--- src/rtl/zosf_pkg.sv ---
// Shared types, constants and helpers of the zero-operand stack and flag unit.
`timescale 1ns / 1ps
`default_nettype none
package zosf_pkg;

  // Data path widths
  localparam int unsigned XLEN      = 64;
  localparam int unsigned OPCODE_W  = 4;
  localparam int unsigned SEL_W     = 3;
  localparam int unsigned NUM_REGS  = 8;
  localparam int unsigned SLOT_W    = 3;
  localparam int unsigned CFG_IDX_W = 1;

  // Stream payload widths, padded to whole bytes
  localparam int unsigned IN_TDATA_W  = 72;
  localparam int unsigned OUT_TDATA_W = 264;

  // Default stack depth in 64-bit words
  localparam int unsigned STACK_WORDS_DEF = 256;

  // Flag word layout
  localparam int unsigned CARRY_BIT = 0;

  // Stack pointer steps in bytes
  localparam logic [XLEN-1:0] WORD_STEP  = 64'd8;
  localparam logic [XLEN-1:0] FRAME_STEP = 64'd64;

  // Configuration register indexes and reset values
  localparam logic [CFG_IDX_W-1:0] CFG_STACK_BOTTOM = 1'b0;
  localparam logic [CFG_IDX_W-1:0] CFG_STACK_TOP    = 1'b1;
  localparam logic [XLEN-1:0] STACK_BOTTOM_RST = 64'd0;
  localparam logic [XLEN-1:0] STACK_TOP_RST    = 64'd2048;

  // Opcodes
  localparam logic [OPCODE_W-1:0] OP_NOP   = 4'd0;
  localparam logic [OPCODE_W-1:0] OP_RET   = 4'd1;
  localparam logic [OPCODE_W-1:0] OP_STC   = 4'd2;
  localparam logic [OPCODE_W-1:0] OP_CLC   = 4'd3;
  localparam logic [OPCODE_W-1:0] OP_CMC   = 4'd4;
  localparam logic [OPCODE_W-1:0] OP_PUSHF = 4'd5;
  localparam logic [OPCODE_W-1:0] OP_POPF  = 4'd6;
  localparam logic [OPCODE_W-1:0] OP_PUSHA = 4'd7;
  localparam logic [OPCODE_W-1:0] OP_POPA  = 4'd8;
  localparam logic [OPCODE_W-1:0] OP_LAF   = 4'd9;
  localparam logic [OPCODE_W-1:0] OP_SAF   = 4'd10;
  localparam logic [OPCODE_W-1:0] OP_LAIP  = 4'd11;
  localparam logic [OPCODE_W-1:0] OP_SAIP  = 4'd12;
  localparam logic [OPCODE_W-1:0] OP_WREG  = 4'd13;

  // General register indexes
  localparam logic [SEL_W-1:0] REG_AX = 3'd0;
  localparam logic [SEL_W-1:0] REG_BX = 3'd1;
  localparam logic [SEL_W-1:0] REG_CX = 3'd2;
  localparam logic [SEL_W-1:0] REG_DX = 3'd3;
  localparam logic [SEL_W-1:0] REG_SP = 3'd4;
  localparam logic [SEL_W-1:0] REG_BP = 3'd5;
  localparam logic [SEL_W-1:0] REG_SI = 3'd6;
  localparam logic [SEL_W-1:0] REG_DI = 3'd7;

  // Frame slots: last slot index, and the saved SP slot that a full pop skips
  localparam logic [SLOT_W-1:0] SLOT_LAST = 3'd7;
  localparam logic [SLOT_W-1:0] SLOT_SP   = 3'd4;

  // Register held in each slot of a full frame, lowest address first
  function automatic logic [SEL_W-1:0] slot_reg(input logic [SLOT_W-1:0] slot);
    logic [SEL_W-1:0] r;
    unique case (slot)
      3'd0:    r = REG_AX;
      3'd1:    r = REG_BX;
      3'd2:    r = REG_DX;
      3'd3:    r = REG_CX;
      3'd4:    r = REG_SP;
      3'd5:    r = REG_BP;
      3'd6:    r = REG_SI;
      default: r = REG_DI;
    endcase
    return r;
  endfunction

endpackage
`default_nettype wire

--- src/rtl/zosf_alu.sv ---
// Shared 64-bit add/subtract unit with carry out for pointer math and bound checks.
`timescale 1ns / 1ps
`default_nettype none
module zosf_alu (
  input  wire logic                     sub,
  input  wire logic [zosf_pkg::XLEN-1:0] a,
  input  wire logic [zosf_pkg::XLEN-1:0] b,
  output logic      [zosf_pkg::XLEN-1:0] sum,
  output logic                          cout
);
  import zosf_pkg::*;

  logic [XLEN-1:0] b_eff;

  // a + b, or a - b as a + ~b + 1; on subtract cout high means a >= b
  assign b_eff = sub ? ~b : b;
  assign {cout, sum} = {1'b0, a} + {1'b0, b_eff} + (XLEN+1)'(sub);

endmodule
`default_nettype wire

--- config.mk ---
export PLATFORM = sky130hd
export DESIGN_NAME = zosf_alu
export DESIGN_NICKNAME = d
export VERILOG_FILES = /design/src/rtl/zosf_pkg.sv /design/src/rtl/zosf_alu.sv
export SDC_FILE = /design/constraint.sdc
export NUM_CORES = 1
export LEC_CHECK = 0
export ABC_AREA = 1
export BUFFER_PORTS_ARGS = -buffer_cell sky130_fd_sc_hd__buf_2
export CORE_MARGIN = 4
export CORE_UTILIZATION = 40
export DETAILED_ROUTE_END_ITERATION = 10
export GPL_TIMING_DRIVEN = 0
export MAX_ROUTING_LAYER = met4
export PLACE_DENSITY_LB_ADDON = 0.08
export SETUP_SLACK_MARGIN = 0.4
export SYNTH_ARGS = -nofsm -noshare
export SYNTH_HDL_FRONTEND = slang
export SYNTH_SLANG_ARGS = --single-unit
--- constraint.sdc ---
create_clock -name vclk -period 5.75
set_clock_uncertainty 0.15 [all_clocks]
set_input_delay 0.8625 -clock vclk [all_inputs]
set_output_delay 0.8625 -clock vclk [all_outputs]
set_load 0.05 [all_outputs]
==> results.toml, run 1 <==
[cells_and_area]
nClkBuffers = 0
drive_gt1_frac = 0.177
fin_cells = 1567
nFlopsAndLatches = 0
final_util = 0.495
finalInstanceArea_um2 = 7240
area_growth_pct = 19.9
fin_nets = 1582
fill_cells = 1748
register_area_um2 = 0

[synthesis]
yosysTopAreaCell = "nand2_1"
avgSynthCellArea_um2 = 5.09
syn_nets = 1387
synthesis.area_um2 = 6040
synth_area_leaders = "nand2_1 28%, ha_1 14%, inv_1 14%"
seq_area_frac_synth = 0
synth_cell_type_count = 31
netlist_instances = 1188
synth_top_area_share = 0.277
synth_warnings = 0

[power_and_ir_drop]
p_int_mw = 0.420
comb_power_share = 1.000
total_power_mw = 1.60
swShare = 0.738
ir_drop_v = 0.000132
switchingPower_mw = 1.18
sequentialPowerShare = 0
p_per_area_nw_per_um2 = 221
power.share.clock = 0
leakage_nw = 4.48

[floorplan]
die_w_um = 131
die_h_um = 131
rows = 44
ios = 194
core_area_um2 = 14600
initial_utilization = 0.413
die-area_um2 = 17100

[drt]
first_pass_iters = 6
dr_total_vias = 7663
avgViaCountPerCell = 4.89
drc_errors = 0
drt_iter0_drc = 526
wl_per_cell_um = 15.1
routed_wl_um = 23700
ant_nets = 0

[critical_path]
crit_slowest_cell = "buf_2"
cp-end-kind = "output port"
critical_path.max_stage_delay_ps = 400
cp-start-kind = "input pin"
worstPathRequired_ps = 4740
arrival_ps = 3470
crit_chain = "buf_6 -> buf_2 -> xor2_1 -> ha_1 -> a21oi_1 -> o21ai_0 -> a21oi_1 -> nand2_1 -> a21oi_1 -> nand3_1 -> nand2_1 -> buf_2"
crit_type = "in -> out"
crit_fanout = 10
critPathMostFrequentCell = "a21oi_1"

[timing]
fin_setup_tns_ps = 0
setup_ws_ps = 1260
slew_violations = 0
setup-violations-final = 0
relSlewSlack = 0.624
fmax_ghz = 0.223
holdWs_ps = 1930
finalWorstPathRequiredPeriod_ps = 4490
rsz0062_at_grt = "false"
period_share = 0.780
hold_viol_final = 0
tightest_slew_ps = 558

[place]
post-place-ws_ps = 1260
dp.cells = 1565
place_hpwl_um = 21600
placed_area_um2 = 7240
gp_congestion = 1.00
portBuffers = 193

[global_route]
grt_max_degree = 11
grt_pass1_wl_um = 35300
grt.total_usage = 0.273
grt_overflow = 0
antenna_found_initial = 2
grt_pass1_vias = 6811

[clock_tree]
ctsResizeCount = 0
cts-hold-fix-buffers = 0
cts_setup_buffers = 0

[flow_run]
max-cap-violations = 0

[worst_hold_path]
hold_class = "in -> out"

[outcome]
status = "finished clean"
[cell families (layout without fill, tap and decap cells)]
kind of cell	count (synthesis)	count (layout)	share of synthesized area
and+or+nand+nor	652	652	0.445
buffers and inverters	231	424	0.146
AOI/OAI and AO/OA	140	140	0.125
xor gates and xnor gates	95	95	0.138
adders and majority gates	70	70	0.146
other	0	2	0
[synthesized netlist by cell type, types with 4 or more instances]
master / instances
o21bai_1: 13
o21a_1: 4
nor2_2: 14
nor2_1: 101
nand2_2: 16
buf_2: 6
xor2_1: 93
nor3_1: 9
ha_1: 69
inv_1: 221
o21ai_0: 33
nand3_1: 46
nand2_1: 446
a21oi_1: 83
nor3_2: 5
[layer usage]
metal	vias up	track usage	share of wire
met3	26	0.00610	0.049
met1	3382	0.400	0.50
met4	0	0.0436	0.017
met5	-	-	0
li1	4030	-	-
met2	225	0.428	0.44
[power by group through the flow]
stage	Clock, mW	Combinational, mW	Sequential [mW]
final	0.0000000466	1.60	0
after global routing	0.0000000465	1.73	0
after global placement	0	1.59	0
after detailed placement	0	1.59	0
after floorplan	0	1.17	0
after CTS	0	1.60	0
[path summary, 6_finish.rpt]
check / from / slack (ps) / cells past startpoint / endpoint
max: sub / 1260 / 12 / sum[56]
min: a[0] / 1930 / 3 / sum[0]
[critical path, delay by kind of cell]
kind / cells / cell delay [ps]
AO/OA/AOI/OAI: 4 / 970
XOR/XNOR: 1 / 130
adder cells (fa/ha/maj): 1 / 400
buffers and inverters: 3 / 810
AND/OR/NAND/NOR: 3 / 300
[layout by cell type (no fill, tap or decap), drive strengths merged, types with 14 or more instances in the layout]
cell type / count
xor2: 93
nand3: 48
nor3: 14
nor2: 117
buf: 200
a21oi: 83
ha: 69
nand2: 462
o21ai: 37
inv: 224
[area by class of cell]
class                      instances  area [um^2]  area share
multi-input combinational        957         5160       0.712
timing repair buffer             193          966       0.133
buffer                             7         41.3     0.00570
inverter                         224          841       0.116
antenna                            2         5.00    0.000691
tap                              184          230      0.0318
(Power assumes the default switching activity.)
==> run 2, diff against run 1 <==
==> constraint.sdc (replaced) <==
create_clock -name vclk -period 3.8
set_clock_uncertainty 0.15 [all_clocks]
set_input_delay 0.57 -clock vclk [all_inputs]
set_output_delay 0.57 -clock vclk [all_outputs]
set_load 0.05 [all_outputs]
==> results.toml, run 2 (synthesis gave the netlist of run 1 again) <==
[cells_and_area]
nClkBuffers = 0
nFlopsAndLatches = 0
final_util = 0.696
fin_cells = 1623
drive_gt1_frac = 0.469
layout_common_cells = "324 x nand2_1, 205 x inv_1, 151 x buf_2"
area_growth_pct = 68.7
register_area_um2 = 0
fin_nets = 1638
final_common_cell = "nand2_1"

[place]
portBuffers = 193
post-place-ws_ps = -109
dp.cells = 1565
place_hpwl_um = 21400
gp_congestion = 0.979

[floorplan]
initial_utilization = 0.413
die_w_um = 131
rows = 44
ios = 194
die_h_um = 131
core_area_um2 = 14600
die-area_um2 = 17100

[global_route]
antenna_found_initial = 2
grt.total_usage = 0.284
grt_max_degree = 11
grt_overflow = 0
grt_pass1_vias = 7308
grt_pass1_wl_um = 37100

[drt]
routed_wl_um = 26800
wl_per_cell_um = 16.5
ant_nets = 0
dr_total_vias = 8287
avgViaCountPerCell = 5.11
drt_iter0_drc = 459
drc_errors = 0
first_pass_iters = 7

[timing]
setup_ws_ps = 396
period_share = 0.896
holdWs_ps = 1350
fmax_ghz = 0.294
rsz0062_at_grt = "true"
hold_viol_final = 0
tightest_slew_ps = 420
slew_violations = 0
relSlewSlack = 0.720
finalWorstPathRequiredPeriod_ps = 3400
setup-violations-final = 0

[worst_hold_path]
hold_class = "in -> out"

[critical_path]
worstPathRequired_ps = 3080
arrival_ps = 2680
cp-end-kind = "output port"
crit_end = "sum[27]"
crit_fanout = 10
cp-start-kind = "input pin"
cp-startpoint = "sub"
crit_type = "in -> out"

[outcome]
status = "finished clean"

[power_and_ir_drop]
p_per_area_nw_per_um2 = 326
total_power_mw = 3.32
leakage_nw = 5.22
ir_drop_v = 0.000267

[clock_tree]
cts-hold-fix-buffers = 0

[flow_run]
max-cap-violations = 0
-- run 2: cell count changes in the layout (fill, tap and decap cells not counted), sizes merged --
cell    change
clkbuf     +11
buf        +45
-- run 2: what timing repair did --
item / 4_1_cts / 5_1_grt
setup buffers: 18 / 33
endpoints found under the hold margin: 0 / 0
pin swaps: 29 / 144
resized for setup: 202 / 407
endpoints found under the setup margin: 56 / 50
gates cloned: 0 / 5
-- run 2: worst max-delay path, stage by stage --
cell and delay, ps:
clkbuf_16 160, buf_12 170, xor2_2 190, ha_4 340
nand2_2 140, nor2_4 140, nand2_1 140, nor3_1 170
nand2_1 120, nand2_4 110, xor2_2 180, clkbuf_4 260
-- run 2: worst min-delay path by stage --
stage	startpoint	to	depth (start not counted)
after global placement	a[0]	sum[0]	3
after CTS	a[0]	sum[0]	3
after global routing	a[0]	sum[0]	3
after floorplan	b[0]	sum[0]	1
final	a[0]	sum[0]	3
after detailed placement	a[0]	sum[0]	3
-- run 2: metal layers --
metal  GRT usage  part of all wire  routed length, um
met5           -                 0                  0
met4      0.0296             0.020                527
met3      0.0142             0.059               1590
met2       0.455              0.46              12400
met1       0.411              0.46              12300
-- run 2: final cells by class --
cell class | instances | area, um^2
Timing Repair Buffer | 249 | 1730
Inverter | 224 | 841
Multi-Input combinational cell | 957 | 7230
Antenna cell | 2 | 5.00
Buffer | 7 | 158
Tap cell | 184 | 230
Fill cell | 1351 | 4450
-- run 2: stage by stage --
step                cell area (um^2)  setup TNS, ps
global route                   10200              0
finish                         10200              0
CTS                             8200              0
global placement                7320           -563
detailed placement              7320           -884
floorplan                       6120              0
-- run 2: where the power goes --
part             total (mW)  leakage (nW)  internal, mW  switching (mW)
Combinational          3.32          5.22          1.15            2.17
Sequential                0             0             0               0
Clock          0.0000000705     0.0000127  0.0000000705               0
Total                  3.32          5.22          1.15            2.17
