==> src/rtl/zosf_pkg.sv <==
// Shared types, constants and helpers of the zero-operand stack and flag unit.
`timescale 1ns / 1ps
`default_nettype none
package zosf_pkg;

  // Data path widths
  localparam int unsigned XLEN      = 64;
  localparam int unsigned OPCODE_W  = 4;
  localparam int unsigned SEL_W     = 3;
  localparam int unsigned NUM_REGS  = 8;
  localparam int unsigned SLOT_W    = 3;
  localparam int unsigned CFG_IDX_W = 1;

  // Stream payload widths, padded to whole bytes
  localparam int unsigned IN_TDATA_W  = 72;
  localparam int unsigned OUT_TDATA_W = 264;

  // Default stack depth in 64-bit words
  localparam int unsigned STACK_WORDS_DEF = 256;

  // Flag word layout
  localparam int unsigned CARRY_BIT = 0;

  // Stack pointer steps in bytes
  localparam logic [XLEN-1:0] WORD_STEP  = 64'd8;
  localparam logic [XLEN-1:0] FRAME_STEP = 64'd64;

  // Configuration register indexes and reset values
  localparam logic [CFG_IDX_W-1:0] CFG_STACK_BOTTOM = 1'b0;
  localparam logic [CFG_IDX_W-1:0] CFG_STACK_TOP    = 1'b1;
  localparam logic [XLEN-1:0] STACK_BOTTOM_RST = 64'd0;
  localparam logic [XLEN-1:0] STACK_TOP_RST    = 64'd2048;

  // Opcodes
  localparam logic [OPCODE_W-1:0] OP_NOP   = 4'd0;
  localparam logic [OPCODE_W-1:0] OP_RET   = 4'd1;
  localparam logic [OPCODE_W-1:0] OP_STC   = 4'd2;
  localparam logic [OPCODE_W-1:0] OP_CLC   = 4'd3;
  localparam logic [OPCODE_W-1:0] OP_CMC   = 4'd4;
  localparam logic [OPCODE_W-1:0] OP_PUSHF = 4'd5;
  localparam logic [OPCODE_W-1:0] OP_POPF  = 4'd6;
  localparam logic [OPCODE_W-1:0] OP_PUSHA = 4'd7;
  localparam logic [OPCODE_W-1:0] OP_POPA  = 4'd8;
  localparam logic [OPCODE_W-1:0] OP_LAF   = 4'd9;
  localparam logic [OPCODE_W-1:0] OP_SAF   = 4'd10;
  localparam logic [OPCODE_W-1:0] OP_LAIP  = 4'd11;
  localparam logic [OPCODE_W-1:0] OP_SAIP  = 4'd12;
  localparam logic [OPCODE_W-1:0] OP_WREG  = 4'd13;

  // General register indexes
  localparam logic [SEL_W-1:0] REG_AX = 3'd0;
  localparam logic [SEL_W-1:0] REG_BX = 3'd1;
  localparam logic [SEL_W-1:0] REG_CX = 3'd2;
  localparam logic [SEL_W-1:0] REG_DX = 3'd3;
  localparam logic [SEL_W-1:0] REG_SP = 3'd4;
  localparam logic [SEL_W-1:0] REG_BP = 3'd5;
  localparam logic [SEL_W-1:0] REG_SI = 3'd6;
  localparam logic [SEL_W-1:0] REG_DI = 3'd7;

  // Frame slots: last slot index, and the saved SP slot that a full pop skips
  localparam logic [SLOT_W-1:0] SLOT_LAST = 3'd7;
  localparam logic [SLOT_W-1:0] SLOT_SP   = 3'd4;

  // Register held in each slot of a full frame, lowest address first
  function automatic logic [SEL_W-1:0] slot_reg(input logic [SLOT_W-1:0] slot);
    logic [SEL_W-1:0] r;
    unique case (slot)
      3'd0:    r = REG_AX;
      3'd1:    r = REG_BX;
      3'd2:    r = REG_DX;
      3'd3:    r = REG_CX;
      3'd4:    r = REG_SP;
      3'd5:    r = REG_BP;
      3'd6:    r = REG_SI;
      default: r = REG_DI;
    endcase
    return r;
  endfunction

endpackage
`default_nettype wire

==> src/rtl/zosf_word_index.sv <==
// Maps a byte address (as its word number) to a stack word index, modulo the depth.
`timescale 1ns / 1ps
`default_nettype none
module zosf_word_index #(
  parameter int unsigned DEPTH = zosf_pkg::STACK_WORDS_DEF,
  parameter int unsigned AW    = $clog2(DEPTH)
) (
  input  wire logic                      clk,
  input  wire logic                      rst_n,
  input  wire logic                      start,
  input  wire logic [zosf_pkg::XLEN-4:0] value,
  output logic      [AW-1:0]             idx,
  output logic                           done
);
  import zosf_pkg::*;

  localparam bit IsPow2 = ((DEPTH & (DEPTH - 1)) == 0);

  // Residue of each power of two modulo the depth, one AW-bit entry per bit position
  function automatic logic [XLEN*AW-1:0] residue_table();
    logic [XLEN*AW-1:0] tab;
    logic [AW:0]        r;
    tab = '0;
    r   = (AW+1)'(1);
    for (int i = 0; i < XLEN - 3; i++) begin
      tab[i*AW +: AW] = r[AW-1:0];
      r = {r[AW-1:0], 1'b0};
      if (r >= (AW+1)'(DEPTH)) begin
        r = r - (AW+1)'(DEPTH);
      end
    end
    return tab;
  endfunction

  generate
    if (IsPow2) begin : g_mask
      // Power-of-two depth: the index is the low word bits
      logic [AW-1:0] idx_r;
      logic          done_r;

      always_ff @(posedge clk) begin
        if (!rst_n) begin
          done_r <= 1'b0;
        end else begin
          done_r <= start;
        end
        if (start) begin
          idx_r <= value[AW-1:0];
        end
      end

      assign idx  = idx_r;
      assign done = done_r;
    end else begin : g_residue
      // Other depths: add up the residues of the set bits, eight bits a cycle,
      // then fold the sum below DEPTH by compare and subtract, two steps a cycle
      localparam int unsigned Chunk    = 8;
      localparam int unsigned ValW     = XLEN;
      localparam int unsigned PadW     = ValW - (XLEN - 3);
      localparam int unsigned SumW     = AW + 6;
      localparam logic [2:0]  AccLast  = 3'd7;
      localparam logic [2:0]  FoldLast = 3'd2;
      localparam logic [XLEN*AW-1:0] ResTab = residue_table();

      logic [ValW-1:0] val_r;
      logic [SumW-1:0] acc_r;
      logic [2:0]      cnt_r;
      logic            busy_r;
      logic            fold_r;
      logic            done_r;

      logic [SumW-1:0] term [Chunk];
      logic [SumW-1:0] pair [Chunk/2];
      logic [SumW-1:0] quad [Chunk/4];
      logic [SumW-1:0] acc_sum;
      logic [SumW-1:0] dsh_a, dsh_b, fold_a, fold_b;

      // Residue sum of the low eight value bits, as an adder tree
      always_comb begin
        for (int j = 0; j < Chunk; j++) begin
          term[j] = val_r[j] ? SumW'(ResTab[(int'(cnt_r) * Chunk + j) * AW +: AW]) : '0;
        end
        for (int j = 0; j < Chunk / 2; j++) begin
          pair[j] = term[2*j] + term[2*j+1];
        end
        quad[0] = pair[0] + pair[1];
        quad[1] = pair[2] + pair[3];
        acc_sum = acc_r + (quad[0] + quad[1]);
      end

      // Two fold steps: subtract DEPTH shifted by 5,4 then 3,2 then 1,0
      always_comb begin
        dsh_a  = SumW'(DEPTH) << (3'd5 - {cnt_r[1:0], 1'b0});
        dsh_b  = SumW'(DEPTH) << (3'd4 - {cnt_r[1:0], 1'b0});
        fold_a = (acc_r >= dsh_a) ? acc_r - dsh_a : acc_r;
        fold_b = (fold_a >= dsh_b) ? fold_a - dsh_b : fold_a;
      end

      always_ff @(posedge clk) begin
        if (!rst_n) begin
          busy_r <= 1'b0;
          fold_r <= 1'b0;
          done_r <= 1'b0;
          cnt_r  <= '0;
        end else begin
          done_r <= busy_r && fold_r && (cnt_r == FoldLast);
          if (start) begin
            busy_r <= 1'b1;
            fold_r <= 1'b0;
            cnt_r  <= '0;
          end else if (busy_r) begin
            if (!fold_r) begin
              if (cnt_r == AccLast) begin
                fold_r <= 1'b1;
                cnt_r  <= '0;
              end else begin
                cnt_r <= cnt_r + 3'd1;
              end
            end else if (cnt_r == FoldLast) begin
              busy_r <= 1'b0;
            end else begin
              cnt_r <= cnt_r + 3'd1;
            end
          end
        end
        if (start) begin
          val_r <= {{PadW{1'b0}}, value};
          acc_r <= '0;
        end else if (busy_r) begin
          if (!fold_r) begin
            val_r <= val_r >> Chunk;
            acc_r <= acc_sum;
          end else begin
            acc_r <= fold_b;
          end
        end
      end

      assign idx  = acc_r[AW-1:0];
      assign done = done_r;
    end
  endgenerate

endmodule
`default_nettype wire

==> config.mk <==
export PLATFORM = sky130hd
export DESIGN_NAME = zosf_word_index
export DESIGN_NICKNAME = d
export VERILOG_FILES = /design/src/rtl/zosf_pkg.sv /design/src/rtl/zosf_word_index.sv
export SDC_FILE = /design/constraint.sdc
export NUM_CORES = 1
export LEC_CHECK = 0
export BUFFER_PORTS_ARGS = -buffer_cell sky130_fd_sc_hd__clkbuf_2
export CELL_PAD_IN_SITES_DETAIL_PLACEMENT = 0
export CELL_PAD_IN_SITES_GLOBAL_PLACEMENT = 1
export CORE_MARGIN = 5
export CORE_UTILIZATION = 11
export CTS_CLUSTER_DIAMETER = 60
export CTS_CLUSTER_SIZE = 14
export DETAILED_ROUTE_END_ITERATION = 7
export PLACE_DENSITY = 0.85
export SYNTH_ARGS = -nofsm -noshare
export SYNTH_HDL_FRONTEND = slang
export SYNTH_SLANG_ARGS = --single-unit
==> constraint.sdc <==
create_clock -name clk -period 0.8 [get_ports clk]
set_input_delay 0.04 -clock clk [delete_from_list [all_inputs] [get_ports clk]]
set_output_delay 0.04 -clock clk [all_outputs]
set_load 0.02 [all_outputs]
==> results of run 1 <==
[registers in the layout, summed over array words and instances (netlist names)]
name,cells
done,1
idx,8
[power groups by stage]
stage	Combinational (mW)	Sequential, mW	Clock [mW]
2_1_floorplan	0.00160	0.617	0
3_3_place_gp	0.113	0.569	0
3_5_place_dp	0.114	0.571	0
4_1_cts	0.149	0.561	0.341
5_1_grt	0.171	0.565	0.369
6_report	0.163	0.564	0.323
[metrics by stage]
stage / hold slack (ns) / area (um^2) / worst slack [ns] / TNS (ns) / utilization [%]
4_1_cts: 0.156 / 513 / -0.0523 / -0.253 / 22.8
6_report: 0.155 / 538 / -0.0277 / -0.102 / 23.9
3_5_place_dp: 0.219 / 397 / 0.226 / 0 / 17.6
5_1_grt: 0.159 / 538 / -0.0710 / -0.394 / 23.9
3_3_place_gp: 0.218 / 397 / 0.238 / 0 / 17.6
2_1_floorplan: 0.139 / 267 / 0.311 / 0 / -
[layer usage]
layer	track usage, %	share of wire [%]	vias up
met1	2.23	28	96
met3	3.27	6.4	0
met5	0	0	-
li1	-	-	103
met2	6.86	66	7
met4	2.91	0	0
[Yosys cell counts (all sizes together)]
master	instances
edfxtp	8
dfxtp	1
and2	1
[layout by cell type, fill, tap and decap left out]
master,n
clkbuf_4,3
clkbuf_2,11
dlygate4sd3_1,9
edfxtp_1,8
dfxtp_1,1
and2_1,1
buf_6,4
clkbuf_1,1
buf_2,4
[repair_timing]
action                                  CTS  global route
gates resized for setup                   0            16
pin swaps                                 0             0
endpoints found under the setup margin    8             8
endpoints found under the hold margin     9             0
hold buffers                              9             0
[final timing paths]
kind              slack [ns]     end    from
setup / recovery       -0.03  idx[0]  idx[0]
hold / removal          0.15  idx[0]   start
[layout make-up]
| type | count | area share (%) |
|---|---|---|
| Clock buffer | 4 | 4.88 |
| Sequential cell | 9 | 48.4 |
| Multi-Input combinational cell | 1 | 1.16 |
| Timing Repair Buffer | 28 | 39.1 |
| Tap cell | 28 | 6.51 |
[cell families after synthesis]
group | after synthesis | synth area share (%)
flip-flops | 9 | 97.7
AND/OR/NAND/NOR | 1 | 2.35
==> implementation parameters, run 1 <==
Parameter                              Value

Power and ir drop
  Design internal power ... 0.829 mW
  Combinational fraction of design power ... 15.5%
  Pwr per Cell Area ... 1950 nW/um^2
  Design Power ... 1.05 mW
  Switching part of the total ... 21.0%
  VDD IR max ... 707 uV
  Static leakage ... 0.228 nW
  Fraction of power consumed by sequential logic ... 53.7%
  Share of power burned in the clock network ... 30.8%
  Reported net switching power ... 0.220 mW

Critical path
  Cells traversed along the worst timing path ... buf_6
  Critical path data arrival time ... 0.79 ns
  Slowest library cell on the worst path ... edfxtp_1
  Biggest fanout along the worst timing path ... 1
  CP bufs+invs ... 1
  Endpoint type of the worst setup path ... output pin
  Kind of launch point of the worst setup path ... flip-flop
  Critical path class ... flip-flop to output pin
  Cell class contributing the biggest share of worst-path delay ... flip-flops
  Crit. path cell count ... 1
  CP peak stage delay ... 0.39 ns
  Data required, critical path ... 0.76 ns

Floorplanning
  Die Footprint ... 3510 um^2
  Chip height ... 59.2 um
  Number of ports placed on the die boundary ... 73
  # rows ... 17
  Die X ... 59.2 um
  Placeable core region ... 2250 um^2
  Initial cell density of the core ... 11.8%

Yosys
  Number of register bits inferred by synthesis ... 9
  Mean Syn Cell Area ... 26.7 um^2
  Cell taking the most area after synthesis ... edfxtp_1
  Library cells used by synthesis ... 3
  Share of the synthesized area in the top cell type ... 90.1%
  Instance count of the mapped netlist ... 10
  Post-synthesis cell area ... 267 um^2
  Count of warnings emitted by yosys ... 0
  Synth top area cells ... edfxtp_1 (90%), dfxtp_1 (7.5%), and2_1 (2.3%)
  Proportion of synthesized chip area in sequential cells ... 97.7%
  Nets in the synthesized netlist ... 74

Global routing
  Largest net degree at the start of global routing ... 10
  Gr ovfl total ... 0
  Initial antenna violation count ... 0
  Wire length of the first global-routing pass ... 862 um
  Vias in the first global route ... 194
  Total GRT Usage ... 3.80%

Timing
  Final hold vios ... 0
  Total setup violations reported at the end of the flow ... 7
  Worst Tran Pin Value ... 0.203 ns
  Worst slew slack as a fraction of its limit ... 86.4%
  Share of the clock period used by the worst path ... 103%
  RSZ-0062 raised after global routing ... true
  Fmax ... 1.21 GHz
  Final setup slack of the worst path ... -0.0277 ns
  Total count of max-transition violations in the final report ... 0
  Minimum clock period after layout ... 0.828 ns

Detailed routing
  Total iterations of the first detailed-routing run ... 2
  Total via count in the routed design ... 206
  Drt total wl ... 581 um
  Remaining design rule violation count ... 0
  DRT iter0 DRCs ... 2
  Detail Route Antenna Nets ... 0
  Avg WL per Cell ... 8.30 um
  Number of vias per cell ... 2.94

Run status
  Failing checks ... setup timing
  Outcome ... finished, violations left

Clock network
  Max Buffers Root-to-Sink ... 2
  Number of buffers inserted by post-CTS setup repair ... 0
  Clock sink count ... 9
  Clock transition at path regs ... 0.05 ns
  H-Tree Level Count ... 1
  CTS tree ... done
  Clock Root Buffer ... clkbuf_4
  Total clock buffers created by CTS ... 3

Finish
  Fraction of layout cells with a size suffix above 1 ... 52.4%
  Area of the multi-input gates ... 6.26 um^2
  # diodes ... 0
  Sequential standard cell area ... 260 um^2
  Number of non-filler instances in the completed layout ... 70
  Area growth, synth to finish ... 102%
  Layout net count ... 107
  Number of filler cells placed in the layout ... 260

Min path
  Number of stages on the worst hold path ... 1
  Worst min path class ... input port to flip-flop

Placed design
  Final estimated routing congestion in global placement ... 0.564
  Dpl cells ... 57
  PortBufs ... 19

Job
  Number of maximum-capacitance constraint violations ... 0
(Power assumes the default switching activity.)
==> run 2, diff against run 1 <==
Settings changed: SETUP_SLACK_MARGIN set to 0.15.
==> run 2 against run 1 <==
Global-route usage grew 0.18 points. The run ends with hold timing, setup timing left. Flip-flop and latch count unchanged. Die area stayed put. Critical path type unchanged. Fmax is 0.50% higher.
==> implementation parameters, run 2 (synthesized netlist as in run 1, its figures left out) <==
Parameter                              Value

Floorplanning
  Number of ports placed on the die boundary ... 73 (unchanged)
  Initial cell density of the core ... 11.8% (unchanged)
  Die Footprint ... 3510 um^2 (unchanged)
  # rows ... 17 (unchanged)
  Placeable core region ... 2250 um^2 (unchanged)
  Die X ... 59.2 um (unchanged)
  Chip height ... 59.2 um (unchanged)

Clock network
  H-Tree Level Count ... 1 (unchanged)
  Clock sink count ... 9 (unchanged)
  Max Buffers Root-to-Sink ... 2 (unchanged)
  Total clock buffers created by CTS ... 3 (unchanged)
  Clock Root Buffer ... clkbuf_4
  Clock transition at path regs ... 0.05 ns (about the same)
  CTS tree ... done

Min path
  Worst min path class ... input port to flip-flop

Timing
  Worst Tran Pin Value ... 0.206 ns (+0.00296 ns)
  Total count of max-transition violations in the final report ... 0 (unchanged)
  Fmax ... 1.21 GHz (+0.50%)
  Total setup violations reported at the end of the flow ... 7 (unchanged)
  Minimum clock period after layout ... 0.824 ns (-0.00413 ns)
  Final hold vios ... 1 (+1)
  RSZ-0062 raised after global routing ... true
  Min Hold Slack ... -0.0348 ns (-0.189 ns)
  Share of the clock period used by the worst path ... 103% (-0.52 points)
  Final setup slack of the worst path ... -0.0236 ns (+0.00413 ns)
  Worst slew slack as a fraction of its limit ... 86.3% (-0.20 points)

Critical path
  Endpoint type of the worst setup path ... output pin
  Slowest library cell on the worst path ... edfxtp_1
  Kind of launch point of the worst setup path ... flip-flop
  Cell class contributing the biggest share of worst-path delay ... flip-flops
  CP peak stage delay ... 0.39 ns (about the same)
  Data required, critical path ... 0.76 ns (about the same)
  Biggest fanout along the worst timing path ... 1 (unchanged)
  Cells traversed along the worst timing path ... buf_6
  CP bufs+invs ... 1 (unchanged)
  Critical path class ... flip-flop to output pin
  Critical path data arrival time ... 0.78 ns (about the same)

Global routing
  Initial antenna violation count ... 0 (unchanged)
  Largest net degree at the start of global routing ... 10 (unchanged)
  Met2 track utilization from global routing ... 6.86% (unchanged)
  Gr ovfl total ... 0 (unchanged)
  Met3 demand-to-capacity share in global routing ... 3.70% (+0.44 points)
  Total GRT Usage ... 3.98% (+0.18 points)
  Wire length of the first global-routing pass ... 924 um (+7.2%)
  Vias in the first global route ... 185 (-4.6%)
  Global routing usage on met1 ... 2.49% (+0.26 points)
  Gr busiest metal ... met2

Finish
  Most frequent standard cell in the layout excluding fill and tap cells ... clkbuf_2
  Number of filler cells placed in the layout ... 258 (-0.77%)
  Area growth, synth to finish ... 102%
  Max reg flops ... 8 (unchanged)
  Highest-count cells in the layout ignoring fill and taps ... clkbuf_2 (10), dlygate4sd3_1 (8), edfxtp_1 (8)
  Number of non-filler instances in the completed layout ... 69 (-1.4%)
  Fraction of layout cells with a size suffix above 1 ... 56.1% (+3.7 points)
  Layout net count ... 106 (-0.93%)
  # diodes ... 0 (unchanged)

Detailed routing
  Total iterations of the first detailed-routing run ... 1 (-1)
  Detail Route Antenna Nets ... 0 (unchanged)
  Avg WL per Cell ... 8.43 um (+1.6%)
  DRT iter0 DRCs ... 0 (-2)
  Number of vias per cell ... 2.99 (+1.4%)
  Remaining design rule violation count ... 0 (unchanged)
  Drt total wl ... 582 um (+0.17%)
  Total via count in the routed design ... 206 (unchanged)

Power and ir drop
  VDD IR max ... 707 uV (about the same)
  Static leakage ... 0.227 nW (-0.44%)
  Pwr per Cell Area ... 1950 nW/um^2 (about the same)

Placed design
  Place WS ... 0.226 ns (unchanged)
  PortBufs ... 19 (unchanged)
  Final estimated routing congestion in global placement ... 0.564 (unchanged)
  Dpl cells ... 57 (unchanged)

Run status
  Failing checks ... hold timing, setup timing
  Outcome ... finished, violations left

Job
  Number of maximum-capacitance constraint violations ... 0 (unchanged)
## run 2: changes by cell type in the layout (fill, tap and decap cells not counted), sizes merged
cell,change
buf,+1
clkbuf,-1
dlygate4sd3,-1
## run 2: final cells by class
type / instances / area (um^2) / share of cell area [%]
Clock buffer: 4 / 26.3 / 4.87
Multi-Input combinational cell: 1 / 6.26 / 1.16
Sequential cell: 9 / 262 / 48.5
Tap cell: 28 / 35.0 / 6.50
Timing Repair Buffer: 27 / 210 / 39.0
## run 2: routing by layer
layer | part of all wire, % | up-vias
met5 | 0 | -
met4 | 0 | 0
met3 | 6.5 | 0
met2 | 64 | 7
met1 | 29 | 98
li1 | - | 101
## run 2: timing repair
item	CTS	global route
gates resized for setup	3	17
setup buffers	0	0
endpoints found under the hold margin	9	9
setup endpoints to repair	9	9
## run 2: path summary, 6_finish.rpt
| kind | start | end | slack (ns) | cells past startpoint |
|---|---|---|---|---|
| hold / removal | value[3] | idx[3] | -0.03 | 1 |
| setup / recovery | idx[0] | idx[0] | -0.02 | 1 |
## run 2: metrics by stage
step | utilization [%] | hold WS, ns | power, mW | setup TNS (ns) | instance area (um^2)
2_1_floorplan | - | 0.139 | 0.619 | 0 | 267
3_3_place_gp | 17.6 | 0.218 | 0.682 | 0 | 397
3_5_place_dp | 17.6 | 0.219 | 0.685 | 0 | 397
4_1_cts | 19.2 | -0.0462 | 1.02 | -0.253 | 433
5_1_grt | 23.9 | -0.0439 | 1.11 | -0.395 | 539
6_report | 23.9 | -0.0348 | 1.05 | -0.0960 | 539
## run 2: power breakdown
part           total [mW]  switching, mW  leakage [nW]  internal, mW
logic               0.164         0.0750         0.125        0.0889
clock network       0.323          0.133        0.0150         0.191
registers           0.565         0.0131        0.0869         0.552
total                1.05          0.221         0.227         0.832
